==> src/sv/tsa_pkg.sv <==
`default_nettype none

package tsa_pkg;

  // Restart codes for the two index widths.
  localparam logic [31:0] RESTART_WIDE   = 32'hFFFF_FFFF;
  localparam logic [31:0] RESTART_NARROW = 32'h0000_FFFF;

  // Register indexes on the configuration port.
  localparam logic [1:0] REG_VERTEX_LIMIT = 2'd0;
  localparam logic [1:0] REG_WIDE_INDICES = 2'd1;
  localparam logic [1:0] REG_STRIP_MODE   = 2'd2;

  // Beat positions inside one triangle.
  localparam logic [1:0] BEAT_FIRST  = 2'd0;
  localparam logic [1:0] BEAT_SECOND = 2'd1;
  localparam logic [1:0] BEAT_THIRD  = 2'd2;

  // What one queue entry expands into on the output side.
  typedef enum logic {
    KIND_SINGLE,
    KIND_TRIANGLE
  } entry_kind_t;

  typedef struct packed {
    entry_kind_t kind;
    logic [31:0] v0;
    logic [31:0] v1;
    logic [31:0] v2;
  } queue_entry_t;

  typedef struct packed {
    logic [31:0] vertex_limit;
    logic        wide_indices;
    logic        strip_mode;
  } cfg_t;

  // Handshake between the queue and its neighbors.
  typedef struct packed {
    logic full;
    logic valid;
  } queue_status_t;

endpackage

`default_nettype wire

==> src/sv/tsa_front.sv <==
`default_nettype none

module tsa_front (
  input  wire logic                  clk,
  input  wire logic                  rst,
  input  wire tsa_pkg::cfg_t         cfg,
  input  wire logic                  accept,
  input  wire logic [31:0]           index_value,
  input  wire logic                  new_primitive,
  output logic                       push,
  output tsa_pkg::queue_entry_t      entry
);
  import tsa_pkg::*;

  logic        have_first;
  logic        have_second;
  logic [31:0] first_held;
  logic [31:0] second_held;
  logic        winding_flip;

  logic        have_first_next;
  logic        have_second_next;
  logic [31:0] first_held_next;
  logic [31:0] second_held_next;
  logic        winding_flip_next;

  logic [31:0] restart_code;
  logic        is_restart;
  logic        in_range;
  logic        hf_eff;
  logic        hs_eff;
  logic        wf_eff;
  logic        degenerate;

  // Classify the incoming index.
  assign restart_code = cfg.wide_indices ? RESTART_WIDE : RESTART_NARROW;
  assign is_restart   = (index_value == restart_code);
  assign in_range     = (index_value < cfg.vertex_limit);

  // A new primitive clears the strip before the index is looked at.
  assign hf_eff = have_first & ~new_primitive;
  assign hs_eff = have_second & ~new_primitive;
  assign wf_eff = winding_flip & ~new_primitive;

  assign degenerate = (first_held == second_held) || (second_held == index_value) ||
                      (first_held == index_value);

  // Next strip state and the entry handed to the queue.
  always_comb begin
    have_first_next   = have_first;
    have_second_next  = have_second;
    first_held_next   = first_held;
    second_held_next  = second_held;
    winding_flip_next = winding_flip;
    push              = 1'b0;
    entry.kind        = KIND_SINGLE;
    entry.v0          = index_value;
    entry.v1          = second_held;
    entry.v2          = index_value;
    if (accept) begin
      have_first_next   = hf_eff;
      have_second_next  = hs_eff;
      winding_flip_next = wf_eff;
      if (is_restart) begin
        have_first_next   = 1'b0;
        have_second_next  = 1'b0;
        winding_flip_next = 1'b0;
      end else if (in_range) begin
        if (!cfg.strip_mode) begin
          push = 1'b1;
        end else if (!hf_eff) begin
          first_held_next = index_value;
          have_first_next = 1'b1;
        end else if (!hs_eff) begin
          second_held_next = index_value;
          have_second_next = 1'b1;
        end else begin
          push       = ~degenerate;
          entry.kind = KIND_TRIANGLE;
          entry.v0   = wf_eff ? second_held : first_held;
          entry.v1   = wf_eff ? first_held : second_held;
          first_held_next   = second_held;
          second_held_next  = index_value;
          winding_flip_next = ~wf_eff;
        end
      end
    end
  end

  // Strip state registers.
  always_ff @(posedge clk) begin
    if (rst) begin
      have_first   <= 1'b0;
      have_second  <= 1'b0;
      first_held   <= '0;
      second_held  <= '0;
      winding_flip <= 1'b0;
    end else begin
      have_first   <= have_first_next;
      have_second  <= have_second_next;
      first_held   <= first_held_next;
      second_held  <= second_held_next;
      winding_flip <= winding_flip_next;
    end
  end

endmodule

`default_nettype wire

==> src/sv/tsa_queue.sv <==
`default_nettype none

module tsa_queue #(
  parameter int DEPTH = 4
) (
  input  wire logic                  clk,
  input  wire logic                  rst,
  input  wire logic                  push,
  input  wire tsa_pkg::queue_entry_t push_entry,
  input  wire logic                  pop,
  output tsa_pkg::queue_entry_t      head,
  output tsa_pkg::queue_status_t     status
);
  import tsa_pkg::*;

  localparam int PW = (DEPTH > 1) ? $clog2(DEPTH) : 1;
  localparam int CW = $clog2(DEPTH + 1);
  localparam logic [PW-1:0] LAST_SLOT = PW'(DEPTH - 1);
  localparam logic [CW-1:0] FULL_COUNT = CW'(DEPTH);

  queue_entry_t  slots [DEPTH];
  logic [PW-1:0] wr_ptr;
  logic [PW-1:0] rd_ptr;
  logic [CW-1:0] count;

  assign head         = slots[rd_ptr];
  assign status.full  = (count == FULL_COUNT);
  assign status.valid = (count != '0);

  // Entry storage; payload needs no reset.
  always_ff @(posedge clk) begin
    if (push) begin
      slots[wr_ptr] <= push_entry;
    end
  end

  // Pointers and fill count.
  always_ff @(posedge clk) begin
    if (rst) begin
      wr_ptr <= '0;
      rd_ptr <= '0;
      count  <= '0;
    end else begin
      if (push) begin
        wr_ptr <= (wr_ptr == LAST_SLOT) ? '0 : wr_ptr + 1'b1;
      end
      if (pop) begin
        rd_ptr <= (rd_ptr == LAST_SLOT) ? '0 : rd_ptr + 1'b1;
      end
      if (push && !pop) begin
        count <= count + 1'b1;
      end else if (pop && !push) begin
        count <= count - 1'b1;
      end
    end
  end

endmodule

`default_nettype wire

==> src/sv/tsa_back.sv <==
`default_nettype none

module tsa_back (
  input  wire logic                  clk,
  input  wire logic                  rst,
  input  wire tsa_pkg::queue_entry_t head,
  input  wire logic                  head_valid,
  output logic                       pop,
  output logic                       m_tvalid,
  input  wire logic                  m_tready,
  output logic [31:0]                m_tdata,
  output logic                       m_tlast
);
  import tsa_pkg::*;

  logic [1:0]  beat_idx;
  logic        load;
  logic        beat_last;
  logic [31:0] beat_value;

  // The output register takes a new beat when it is empty or being taken.
  assign load = (~m_tvalid | m_tready) & head_valid;

  assign beat_last = (head.kind == KIND_SINGLE) || (beat_idx == BEAT_THIRD);
  assign pop       = load & beat_last;

  // Pick the vertex for the current beat of the head entry.
  always_comb begin
    case (beat_idx)
      BEAT_FIRST:  beat_value = head.v0;
      BEAT_SECOND: beat_value = head.v1;
      default:     beat_value = head.v2;
    endcase
  end

  // Output valid and beat counter.
  always_ff @(posedge clk) begin
    if (rst) begin
      m_tvalid <= 1'b0;
      beat_idx <= BEAT_FIRST;
    end else if (load) begin
      m_tvalid <= 1'b1;
      beat_idx <= beat_last ? BEAT_FIRST : beat_idx + 1'b1;
    end else if (m_tready) begin
      m_tvalid <= 1'b0;
    end
  end

  // Output payload.
  always_ff @(posedge clk) begin
    if (load) begin
      m_tdata <= beat_value;
      m_tlast <= beat_last;
    end
  end

endmodule

`default_nettype wire

==> src/sv/triangle_strip_assembler_unit.sv <==
`default_nettype none

// Triangle strip assembler with primitive restart.
// The slave stream carries one vertex index per beat (tdata) and a new-primitive
// flag (tuser). The master stream carries the assembled triangle list, one
// vertex index per beat, with tlast on the final beat that an input produces.
// Registers are to be written over the APB port while the block is idle; the
// block itself does not enforce this. An input beat is classified by the front
// stage in the cycle it is accepted; its entry is then registered in the queue,
// and its output beats go out through the output register. In list mode the
// block passes one index per cycle while the receiver is ready. In strip mode
// every triangle takes three output beats via the single output register; the
// front keeps accepting until the entry queue between front and back is full.
// When the receiver stalls, the output register holds its beat, the queue
// fills, and then s_tready drops.
// Reset clears the strip state, the queue and the output valid, and sets
// vertex_limit to 0, wide_indices to 0 and strip_mode to 1.
module triangle_strip_assembler_unit #(
  parameter int QUEUE_DEPTH = 4
) (
  input  wire logic        clk,
  input  wire logic        rst,
  input  wire logic        s_tvalid,
  output logic             s_tready,
  input  wire logic [31:0] s_tdata,  // [31:0] index_value
  input  wire logic        s_tuser,  // [0] new_primitive
  output logic             m_tvalid,
  input  wire logic        m_tready,
  output logic [31:0]      m_tdata,  // [31:0] vertex_out
  output logic             m_tlast,
  input  wire logic        psel,
  input  wire logic        penable,
  input  wire logic        pwrite,
  input  wire logic [3:0]  paddr,
  input  wire logic [31:0] pwdata,
  output logic [31:0]      prdata,
  output logic             pready
);
  import tsa_pkg::*;

  cfg_t          cfg;
  logic          cfg_write;
  logic          in_accept;
  logic          q_push;
  logic          q_pop;
  queue_entry_t  q_in;
  queue_entry_t  q_head;
  queue_status_t q_status;

  // Configuration registers.
  assign pready    = 1'b1;
  assign cfg_write = psel & penable & pwrite & pready;

  always_ff @(posedge clk) begin
    if (rst) begin
      cfg.vertex_limit <= '0;
      cfg.wide_indices <= 1'b0;
      cfg.strip_mode   <= 1'b1;
    end else if (cfg_write) begin
      case (paddr[3:2])
        REG_VERTEX_LIMIT: cfg.vertex_limit <= pwdata;
        REG_WIDE_INDICES: cfg.wide_indices <= pwdata[0];
        REG_STRIP_MODE:   cfg.strip_mode   <= pwdata[0];
        default:          ;
      endcase
    end
  end

  always_comb begin
    case (paddr[3:2])
      REG_VERTEX_LIMIT: prdata = cfg.vertex_limit;
      REG_WIDE_INDICES: prdata = {31'd0, cfg.wide_indices};
      REG_STRIP_MODE:   prdata = {31'd0, cfg.strip_mode};
      default:          prdata = '0;
    endcase
  end

  // Front stage accepts whenever the queue has room.
  assign s_tready  = ~q_status.full;
  assign in_accept = s_tvalid & s_tready;

  tsa_front u_front (
    .clk           (clk),
    .rst           (rst),
    .cfg           (cfg),
    .accept        (in_accept),
    .index_value   (s_tdata),
    .new_primitive (s_tuser),
    .push          (q_push),
    .entry         (q_in)
  );

  tsa_queue #(
    .DEPTH (QUEUE_DEPTH)
  ) u_queue (
    .clk        (clk),
    .rst        (rst),
    .push       (q_push),
    .push_entry (q_in),
    .pop        (q_pop),
    .head       (q_head),
    .status     (q_status)
  );

  tsa_back u_back (
    .clk        (clk),
    .rst        (rst),
    .head       (q_head),
    .head_valid (q_status.valid),
    .pop        (q_pop),
    .m_tvalid   (m_tvalid),
    .m_tready   (m_tready),
    .m_tdata    (m_tdata),
    .m_tlast    (m_tlast)
  );

  // The front never pushes into a full queue.
  assert property (@(posedge clk) disable iff (rst) q_push |-> s_tready)
    else $error("entry pushed into a full queue");

  // The back only retires an entry that is present.
  assert property (@(posedge clk) disable iff (rst) q_pop |-> q_status.valid)
    else $error("entry popped from an empty queue");

  // A strip_mode write takes effect at the next edge.
  assert property (@(posedge clk) disable iff (rst)
    (cfg_write && paddr[3:2] == REG_STRIP_MODE) |=> (cfg.strip_mode == $past(pwdata[0])))
    else $error("strip_mode write lost");

  // Output is empty right after reset.
  assert property (@(posedge clk) $past(rst) |-> !m_tvalid)
    else $error("output valid after reset");

endmodule

`default_nettype wire
==> config.mk <==
export PLATFORM = sky130hd
export DESIGN_NAME = triangle_strip_assembler_unit
export DESIGN_NICKNAME = d
export VERILOG_FILES = /design/src/sv/tsa_pkg.sv /design/src/sv/tsa_front.sv /design/src/sv/tsa_queue.sv /design/src/sv/tsa_back.sv /design/src/sv/triangle_strip_assembler_unit.sv
export SDC_FILE = /design/constraint.sdc
export NUM_CORES = 1
export LEC_CHECK = 0
export BUFFER_PORTS_ARGS = -buffer_cell sky130_fd_sc_hd__clkbuf_2
export CORE_MARGIN = 2
export CORE_UTILIZATION = 40
export CTS_CLUSTER_DIAMETER = 30
export DETAILED_ROUTE_END_ITERATION = 16
export SETUP_SLACK_MARGIN = 0.1
export SLEW_MARGIN = 20
export SYNTH_ARGS = -nofsm -noshare
export SYNTH_HDL_FRONTEND = slang
export SYNTH_SLANG_ARGS = --single-unit
==> constraint.sdc <==
create_clock -name clk -period 11.65 [get_ports clk]
set_clock_uncertainty 0.2 [all_clocks]
set_input_delay 1.7475 -clock clk [delete_from_list [all_inputs] [get_ports clk]]
set_output_delay 1.7475 -clock clk [all_outputs]
set_load 0.01 [all_outputs]
# [Word level (Yosys, flattened, before mapping)]
# Memories as Yosys holds them, arrays and structs flattened. A register that Yosys moved wholly into a read port is not among the register bits.
# Index checks and enable logic that the tools add are counted.
[totals] ramBits=388 ff_bits=144 output_inout_bits=68 n_memories=1 elab_cells=109 in_bits=76
[mem_list] name="u_queue.slots" depth=4 word_bits=97 rd=1 rd_ports_with_merged_regs=1 wr=1 line="tsa_queue.sv:21" text="queue_entry_t slots [DEPTH];"
[op_classes] muxes=42 n_bitwise=16 add_sub_neg=5 n_reduce_logical=17 eq_ne=12 order_cmp=1
[ops] op="2-to-1 mux 65 bit" n=6
[ops] op="2-to-1 mux 32 bit" n=5
[ops] op="== test 32 bit" n=4
[ops] op="one-hot mux 32 bit (3 select lines)" n=1
[ops] op="one-hot mux 32 bit (2 select lines)" n=1
[ops] op="< comparator 32 bit" n=1
[ops] op="2-to-1 mux 1 bit" n=22
[ops] op="2-to-1 mux 2 bit" n=5
[ops] op="AND reduction 5 bit" n=2
[ops] op="AND 1 bit" n=8
[ops] op="== test 2 bit (second input constant)" n=4
[ops] op="NOT 1 bit" n=7
[ops] op="adder 2 x 1 -> 2 bit (second input constant)" n=3
[ops] op="2-to-1 mux 3 bit" n=2
[ops] op="AND reduction 2 bit" n=3
[ops] op="== test 2 x 1 -> 1 bit (second input constant)" n=2
[ops] op="zero test 2 bit" n=2
[ops] op="nonzero test 2 bit" n=2
[ops] op="adder 3 x 1 -> 3 bit (second input constant)" n=1
[ops] op="== test 3 bit (second input constant)" n=1
[ops] op="logical OR 1 bit" n=3
[ops] op="nonzero test 3 bit" n=1
[ops] op="subtractor 3 x 1 -> 3 bit (second input constant)" n=1
[ops] op="logical AND 1 bit" n=2
[ops] op="3 further kinds" n=4

# [Depth between registers and ports, before layout]
[logic_depth] depth_word=14 ltp_mapped=15 depth_no_buf=14

# [Hierarchy]
# A second synthesis with hierarchy kept.
[hier_totals] cells_unflattened=1676 hier_area_um2=24579.8
[modules_own_cells] module="tsa_queue" seq_area_each_um2=11831.3 area_each_um2=14426.3 instances=1 cells_per_inst=551
[modules_own_cells] module="tsa_front" seq_area_each_um2=1341.3 area_each_um2=6567.5 instances=1 cells_per_inst=771
[modules_own_cells] module="triangle_strip_assembler_unit" seq_area_each_um2=680.7 area_each_um2=1800.5 instances=1 cells_per_inst=191
[modules_own_cells] module="tsa_back" seq_area_each_um2=1051.0 area_each_um2=1785.5 instances=1 cells_per_inst=163

# [Worst setup path before layout]
# OpenSTA, ideal clock, no wires.
[synth_path] kind="in2reg" startpoint="input port s_tdata[17]" endpoint="memory u_queue.slots[3][0] in the netlist's numbering (enable)" path_buffers=2 slack_ns=5.133 setup_ns=0.467 arrival_ns=5.850 cell_stages=9 cell_sequence="ha_1 a21o_1 nand3_1 a2111oi_0 or4b_4 a2111oi_4 buf_6 buf_2 and3_1"
[synth_via] elab_chain_cells=12
[synth_lines] element="from (decl)" line="triangle_strip_assembler_unit.sv:25" text="input wire logic [31:0] s_tdata,"
[synth_lines] element="parallel branches: the longest is 8 deep, another holds < comparator 32 bit"
[synth_lines] element="2-to-1 mux 1 bit (*)" line="tsa_front.sv:64" text="if (is_restart) begin"
[synth_lines] element="2-to-1 mux 1 bit (*)" line="tsa_front.sv:60" text="if (accept) begin"
[synth_lines] element="2-to-1 mux 1 bit (*)" line="tsa_queue.sv:32" text="if (push) begin"
[synth_lines] element="2-to-1 mux 1 bit (not written as such) (*)" line="tsa_queue.sv:33" text="slots[wr_ptr] <= push_entry;"
[synth_lines] element="to (decl)" line="tsa_queue.sv:21"
# Every way passes the cells marked *.

# [Final worst setup path]
[layout_path] startpoint="input port s_tdata[29]" endpoint="memory u_queue.slots[0][49] in the netlist's numbering (enable)"
# The elaborated chain is that of the path after synthesis.

==> reports/metrics.csv <==
stage,metric,value,unit
outcome,status,"complete, no violations",
synth,top post-synthesis cells by area,"edfxtp_1 53%, dfxtp_1 9.4%, mux4_2 9.0%",
global_route,first-pass GRT wire length,90.74,mm
synth,Synth Cell Area,23980,um^2
clock_network,Root Driver,clkbuf_16,
critical_path,"most used cell, CP",buf_4,
timing,Hold Fails Final Rpt,0,
clock_network,CTS Buffer Depth,3,
detailed_routing,Initial DRT Pass Iterations,5,
detailed_routing,Post-DRT Antenna Nets,0,
detailed_routing,DRT met1 WL,25.64,mm
detailed_routing,metal3 WL,3.600,mm
synth,Post-synth EDFFs,421,
floorplanning,Initial Utilization,40.55,%
power_and_ir_drop,maximum VDD drop,0.1246,mV
synth,dominant cell type by area after synthesis,edfxtp_1,
placement,input/output buffers,140,
synth,xor/xnor share of the synthesized area,3.579,%
timing,RSZ-0062 raised after global routing,no,
floorplanning,Core Area,59130,um^2
global_route,largest net degree at the start of global routing,105,
hold_path,worst hold path type,flip-flop to flip-flop,
critical_path,Critical path buffers and inverters,3,
floorplanning,Die Y,248.8,um
timing,fin crit share,51.12,%
synth,top cell type's share of synthesized area,52.72,%
clock_network,Inserted Clock Buffers,106,
global_route,total global-route track usage,19.11,%
placement,DP HPWL,35.14,mm
timing,minimum clock period,5.956,ns
critical_path,crit path cell chain,clkbuf_2 -> ha_1 -> a21oi_1 -> nor2b_1 -> o21ai_0 -> or4b_4 -> a2111oi_4 -> buf_4 -> and3_4 -> buf_4,
global_route,number of global-route vias before repair,15150,
timing,Worst-Margin Slew,1.041,ns
timing,final setup violation count,0,
placement,Place WS,5.035,ns
floorplanning,Die W,248.8,um
layout,fin nets,1971,
synth,Syn Area/Cell,13.98,um^2
critical_path,CP max stage cell,buf_4,
synth,mux cell area share after synthesis,12.65,%
critical_path,critical path's top delay family,buffers and inverters,
critical_path,critical path capture point type,flip-flop,
global_route,GR Overflow Total,0,
clock_network,"Gates resized, CTS repair",0,
layout,synth-to-layout area growth,21.51,%
synth,Post-Synth Adder-Cell Area,2.171,%
detailed_routing,final wirelength,59.27,mm
timing,relative slew slack,30.58,%
layout,share of post-route cells with drive strength above 1,25.08,%
clock_network,H-tree depth,3,
floorplanning,full die area,61920,um^2
placement,RePlAce Congestion,0.8345,
flow_run,max cap viols,0,
detailed_routing,vias per cell,5.462,
placement,area of placed instances,25280,um^2
clock_network,CTS tree,yes,
synth,"Distinct cells, synth",53,
floorplanning,I/O pin cnt,144,
timing,Setup TNS,0,ns
clock_network,"CTS clk-pin slew, worst paths",0.05,ns
layout,diode count,0,
synth,Syn Inst Count,1715,
critical_path,peak fanout along the critical path,74,
layout,most frequent cells in the layout,"421 x edfxtp_1, 139 x clkbuf_2, 135 x nand2_1",
global_route,initial antenna violation count,0,
layout,post-route cell area,29140,um^2
power_and_ir_drop,Leak,0.01032,uW
layout,"commonest non-fill, non-tap cell in the layout",edfxtp_1,
timing,max-slew violations,0,
detailed_routing,Met2 Wirelength,28.36,mm
detailed_routing,DRC,0,
synth,largest family of logic cells by synthesized area,multiplexers,
synth,"flops & latches, synth",534,
critical_path,WP data arrival,6.00,ns
detailed_routing,WL per Instance,21.83,um
clock_network,worst-skew pair later-pin latency,0.64,ns
synth,Syn Nets,1832,
clock_network,cts hold-fix bufs,0,
detailed_routing,uppermost layer routed,met4,
synth,Synth Warn #,0,
detailed_routing,Vias,14830,
detailed_routing,Detailed Route Iter0 Violations,1072,
synth,async set-reset flop share out of synthesis,0,%
synth,post-synthesis sequential area ratio,62.15,%
synth,Synth Flop Type,edfxtp_1,
synth,Post-Synth Simple-Gate Area,8.698,%
layout,Layout fillers,4982,
clock_network,total number of clock tree sinks,534,
timing,Final WS setup,5.694,ns
critical_path,CP Launch Type,primary input,
critical_path,WS Path Type,primary input to flip-flop,
synth,post-synthesis compound-gate area fraction,7.180,%
floorplanning,FP Rows,89,
power_and_ir_drop,power per cell area,209.5,nW/um^2
critical_path,max incr delay on CP,0.78,ns
clock_network,post-CTS setup buffers,0,
timing,Max Clk Rate,167.9,MHz
critical_path,Crit path required time,11.70,ns
metal layers:
| metal | track usage, % | up-vias |
|---|---|---|
| met5 | 0 | - |
| li1 | - | 6796 |
| met4 | 7.550 | 0 |
| met3 | 3.459 | 108 |
| met2 | 31.16 | 474 |
| met1 | 25.41 | 7451 |
stage by stage:
step / hold slack (ns) / instances / power [uW] / utilization (%)
6_report: 0.2524 / 2715 / 6105 / 49.28
5_1_grt: 0.2743 / 2715 / 6321 / 49.28
4_1_cts: 0.2530 / 2715 / 6167 / 49.26
3_5_place_dp: 0.2468 / 2519 / 2930 / 42.75
3_3_place_gp: 0.2422 / 2519 / 2918 / 42.75
2_1_floorplan: 0.2363 / 1715 / 2673 / -
synthesized netlist by cell type (2+ instances only):
cell type,number
dfxtp_1,113
a31oi_1,31
nand3_4,2
buf_4,3
a221oi_1,22
o21ai_0,38
nor3_1,37
buf_6,7
inv_1,76
clkbuf_2,3
mux2_1,3
mux4_2,96
edfxtp_1,421
and3_1,8
nand3b_1,34
a22oi_1,33
and2_1,2
nand2_1,135
nand3_1,5
o211ai_1,2
or3_1,2
ha_1,40
mux2_2,2
a21o_1,8
buf_2,14
buf_1,20
a211oi_1,2
nor2_1,48
nand2b_1,69
nand4_1,21
xor2_1,98
nor3b_1,2
clkbuf_1,81
a21oi_1,110
mux2i_1,41
nor2b_1,4
a221oi_2,10
nor4_1,31
mux2_4,27
kinds of logic (layout without fill, tap and decap cells):
| family | count (synthesis) | in the layout |
|---|---|---|
| buffers and inverters | 204 | 431 |
| adder cells (fa/ha/maj) | 41 | 41 |
| multiplexers | 169 | 169 |
| other | 1 | 1 |
| AO/OA/AOI/OAI | 265 | 265 |
| AND/OR/NAND/NOR | 403 | 403 |
| XOR/XNOR | 98 | 98 |
| flip-flops | 534 | 534 |
area by class of cell:
class                      instances  area, um^2  share of cell area [%]
clock buffer                     128        2863                   9.825
clock inverter                    68       983.4                   3.375
inverter                          76       285.3                  0.9790
multi-input combinational        977        8282                   28.42
sequential                       534       14910                   51.18
tap                              773       967.2                   3.319
timing repair buffer             159       845.8                   2.903
worst min-delay path, cell delays in order (launching register included):
cell	delay, ns
dfxtp_1	0.30
nand2_1	0.05
a21oi_1	0.05
flip-flops by register name (all words and copies together) (netlist names), 2 cells and up, named ones only:
register	cells
u_queue.slots	388
u_queue.rd_ptr	2
u_queue.wr_ptr	2
u_queue.count	3
u_front.second_held	32
u_front.first_held	32
u_back.m_tdata	32
cfg	34
u_back.beat_idx	2
report_power, final:
group | leakage, uW | total [uW] | switching (uW) | internal, uW
combinational | 0.00375 | 655 | 401 | 254
clock | 0.00184 | 3220 | 975 | 2250
sequential | 0.00473 | 2230 | 58.1 | 2170
final timing paths:
check             depth (start not counted)                  from                             end  slack [ns]
hold / removal                            2  cfg[27]$_SDFFE_PP0P_            cfg[27]$_SDFFE_PP0P_        0.25
hold reg to reg                           2  cfg[27]$_SDFFE_PP0P_            cfg[27]$_SDFFE_PP0P_        0.25
setup / recovery                         10           s_tdata[29]  u_queue.slots[0][49]$_DFFE_PP_        5.69
setup reg to reg                         10  cfg[19]$_SDFFE_PP0P_  u_queue.slots[0][49]$_DFFE_PP_        6.82
(Power assumes the default switching activity.)
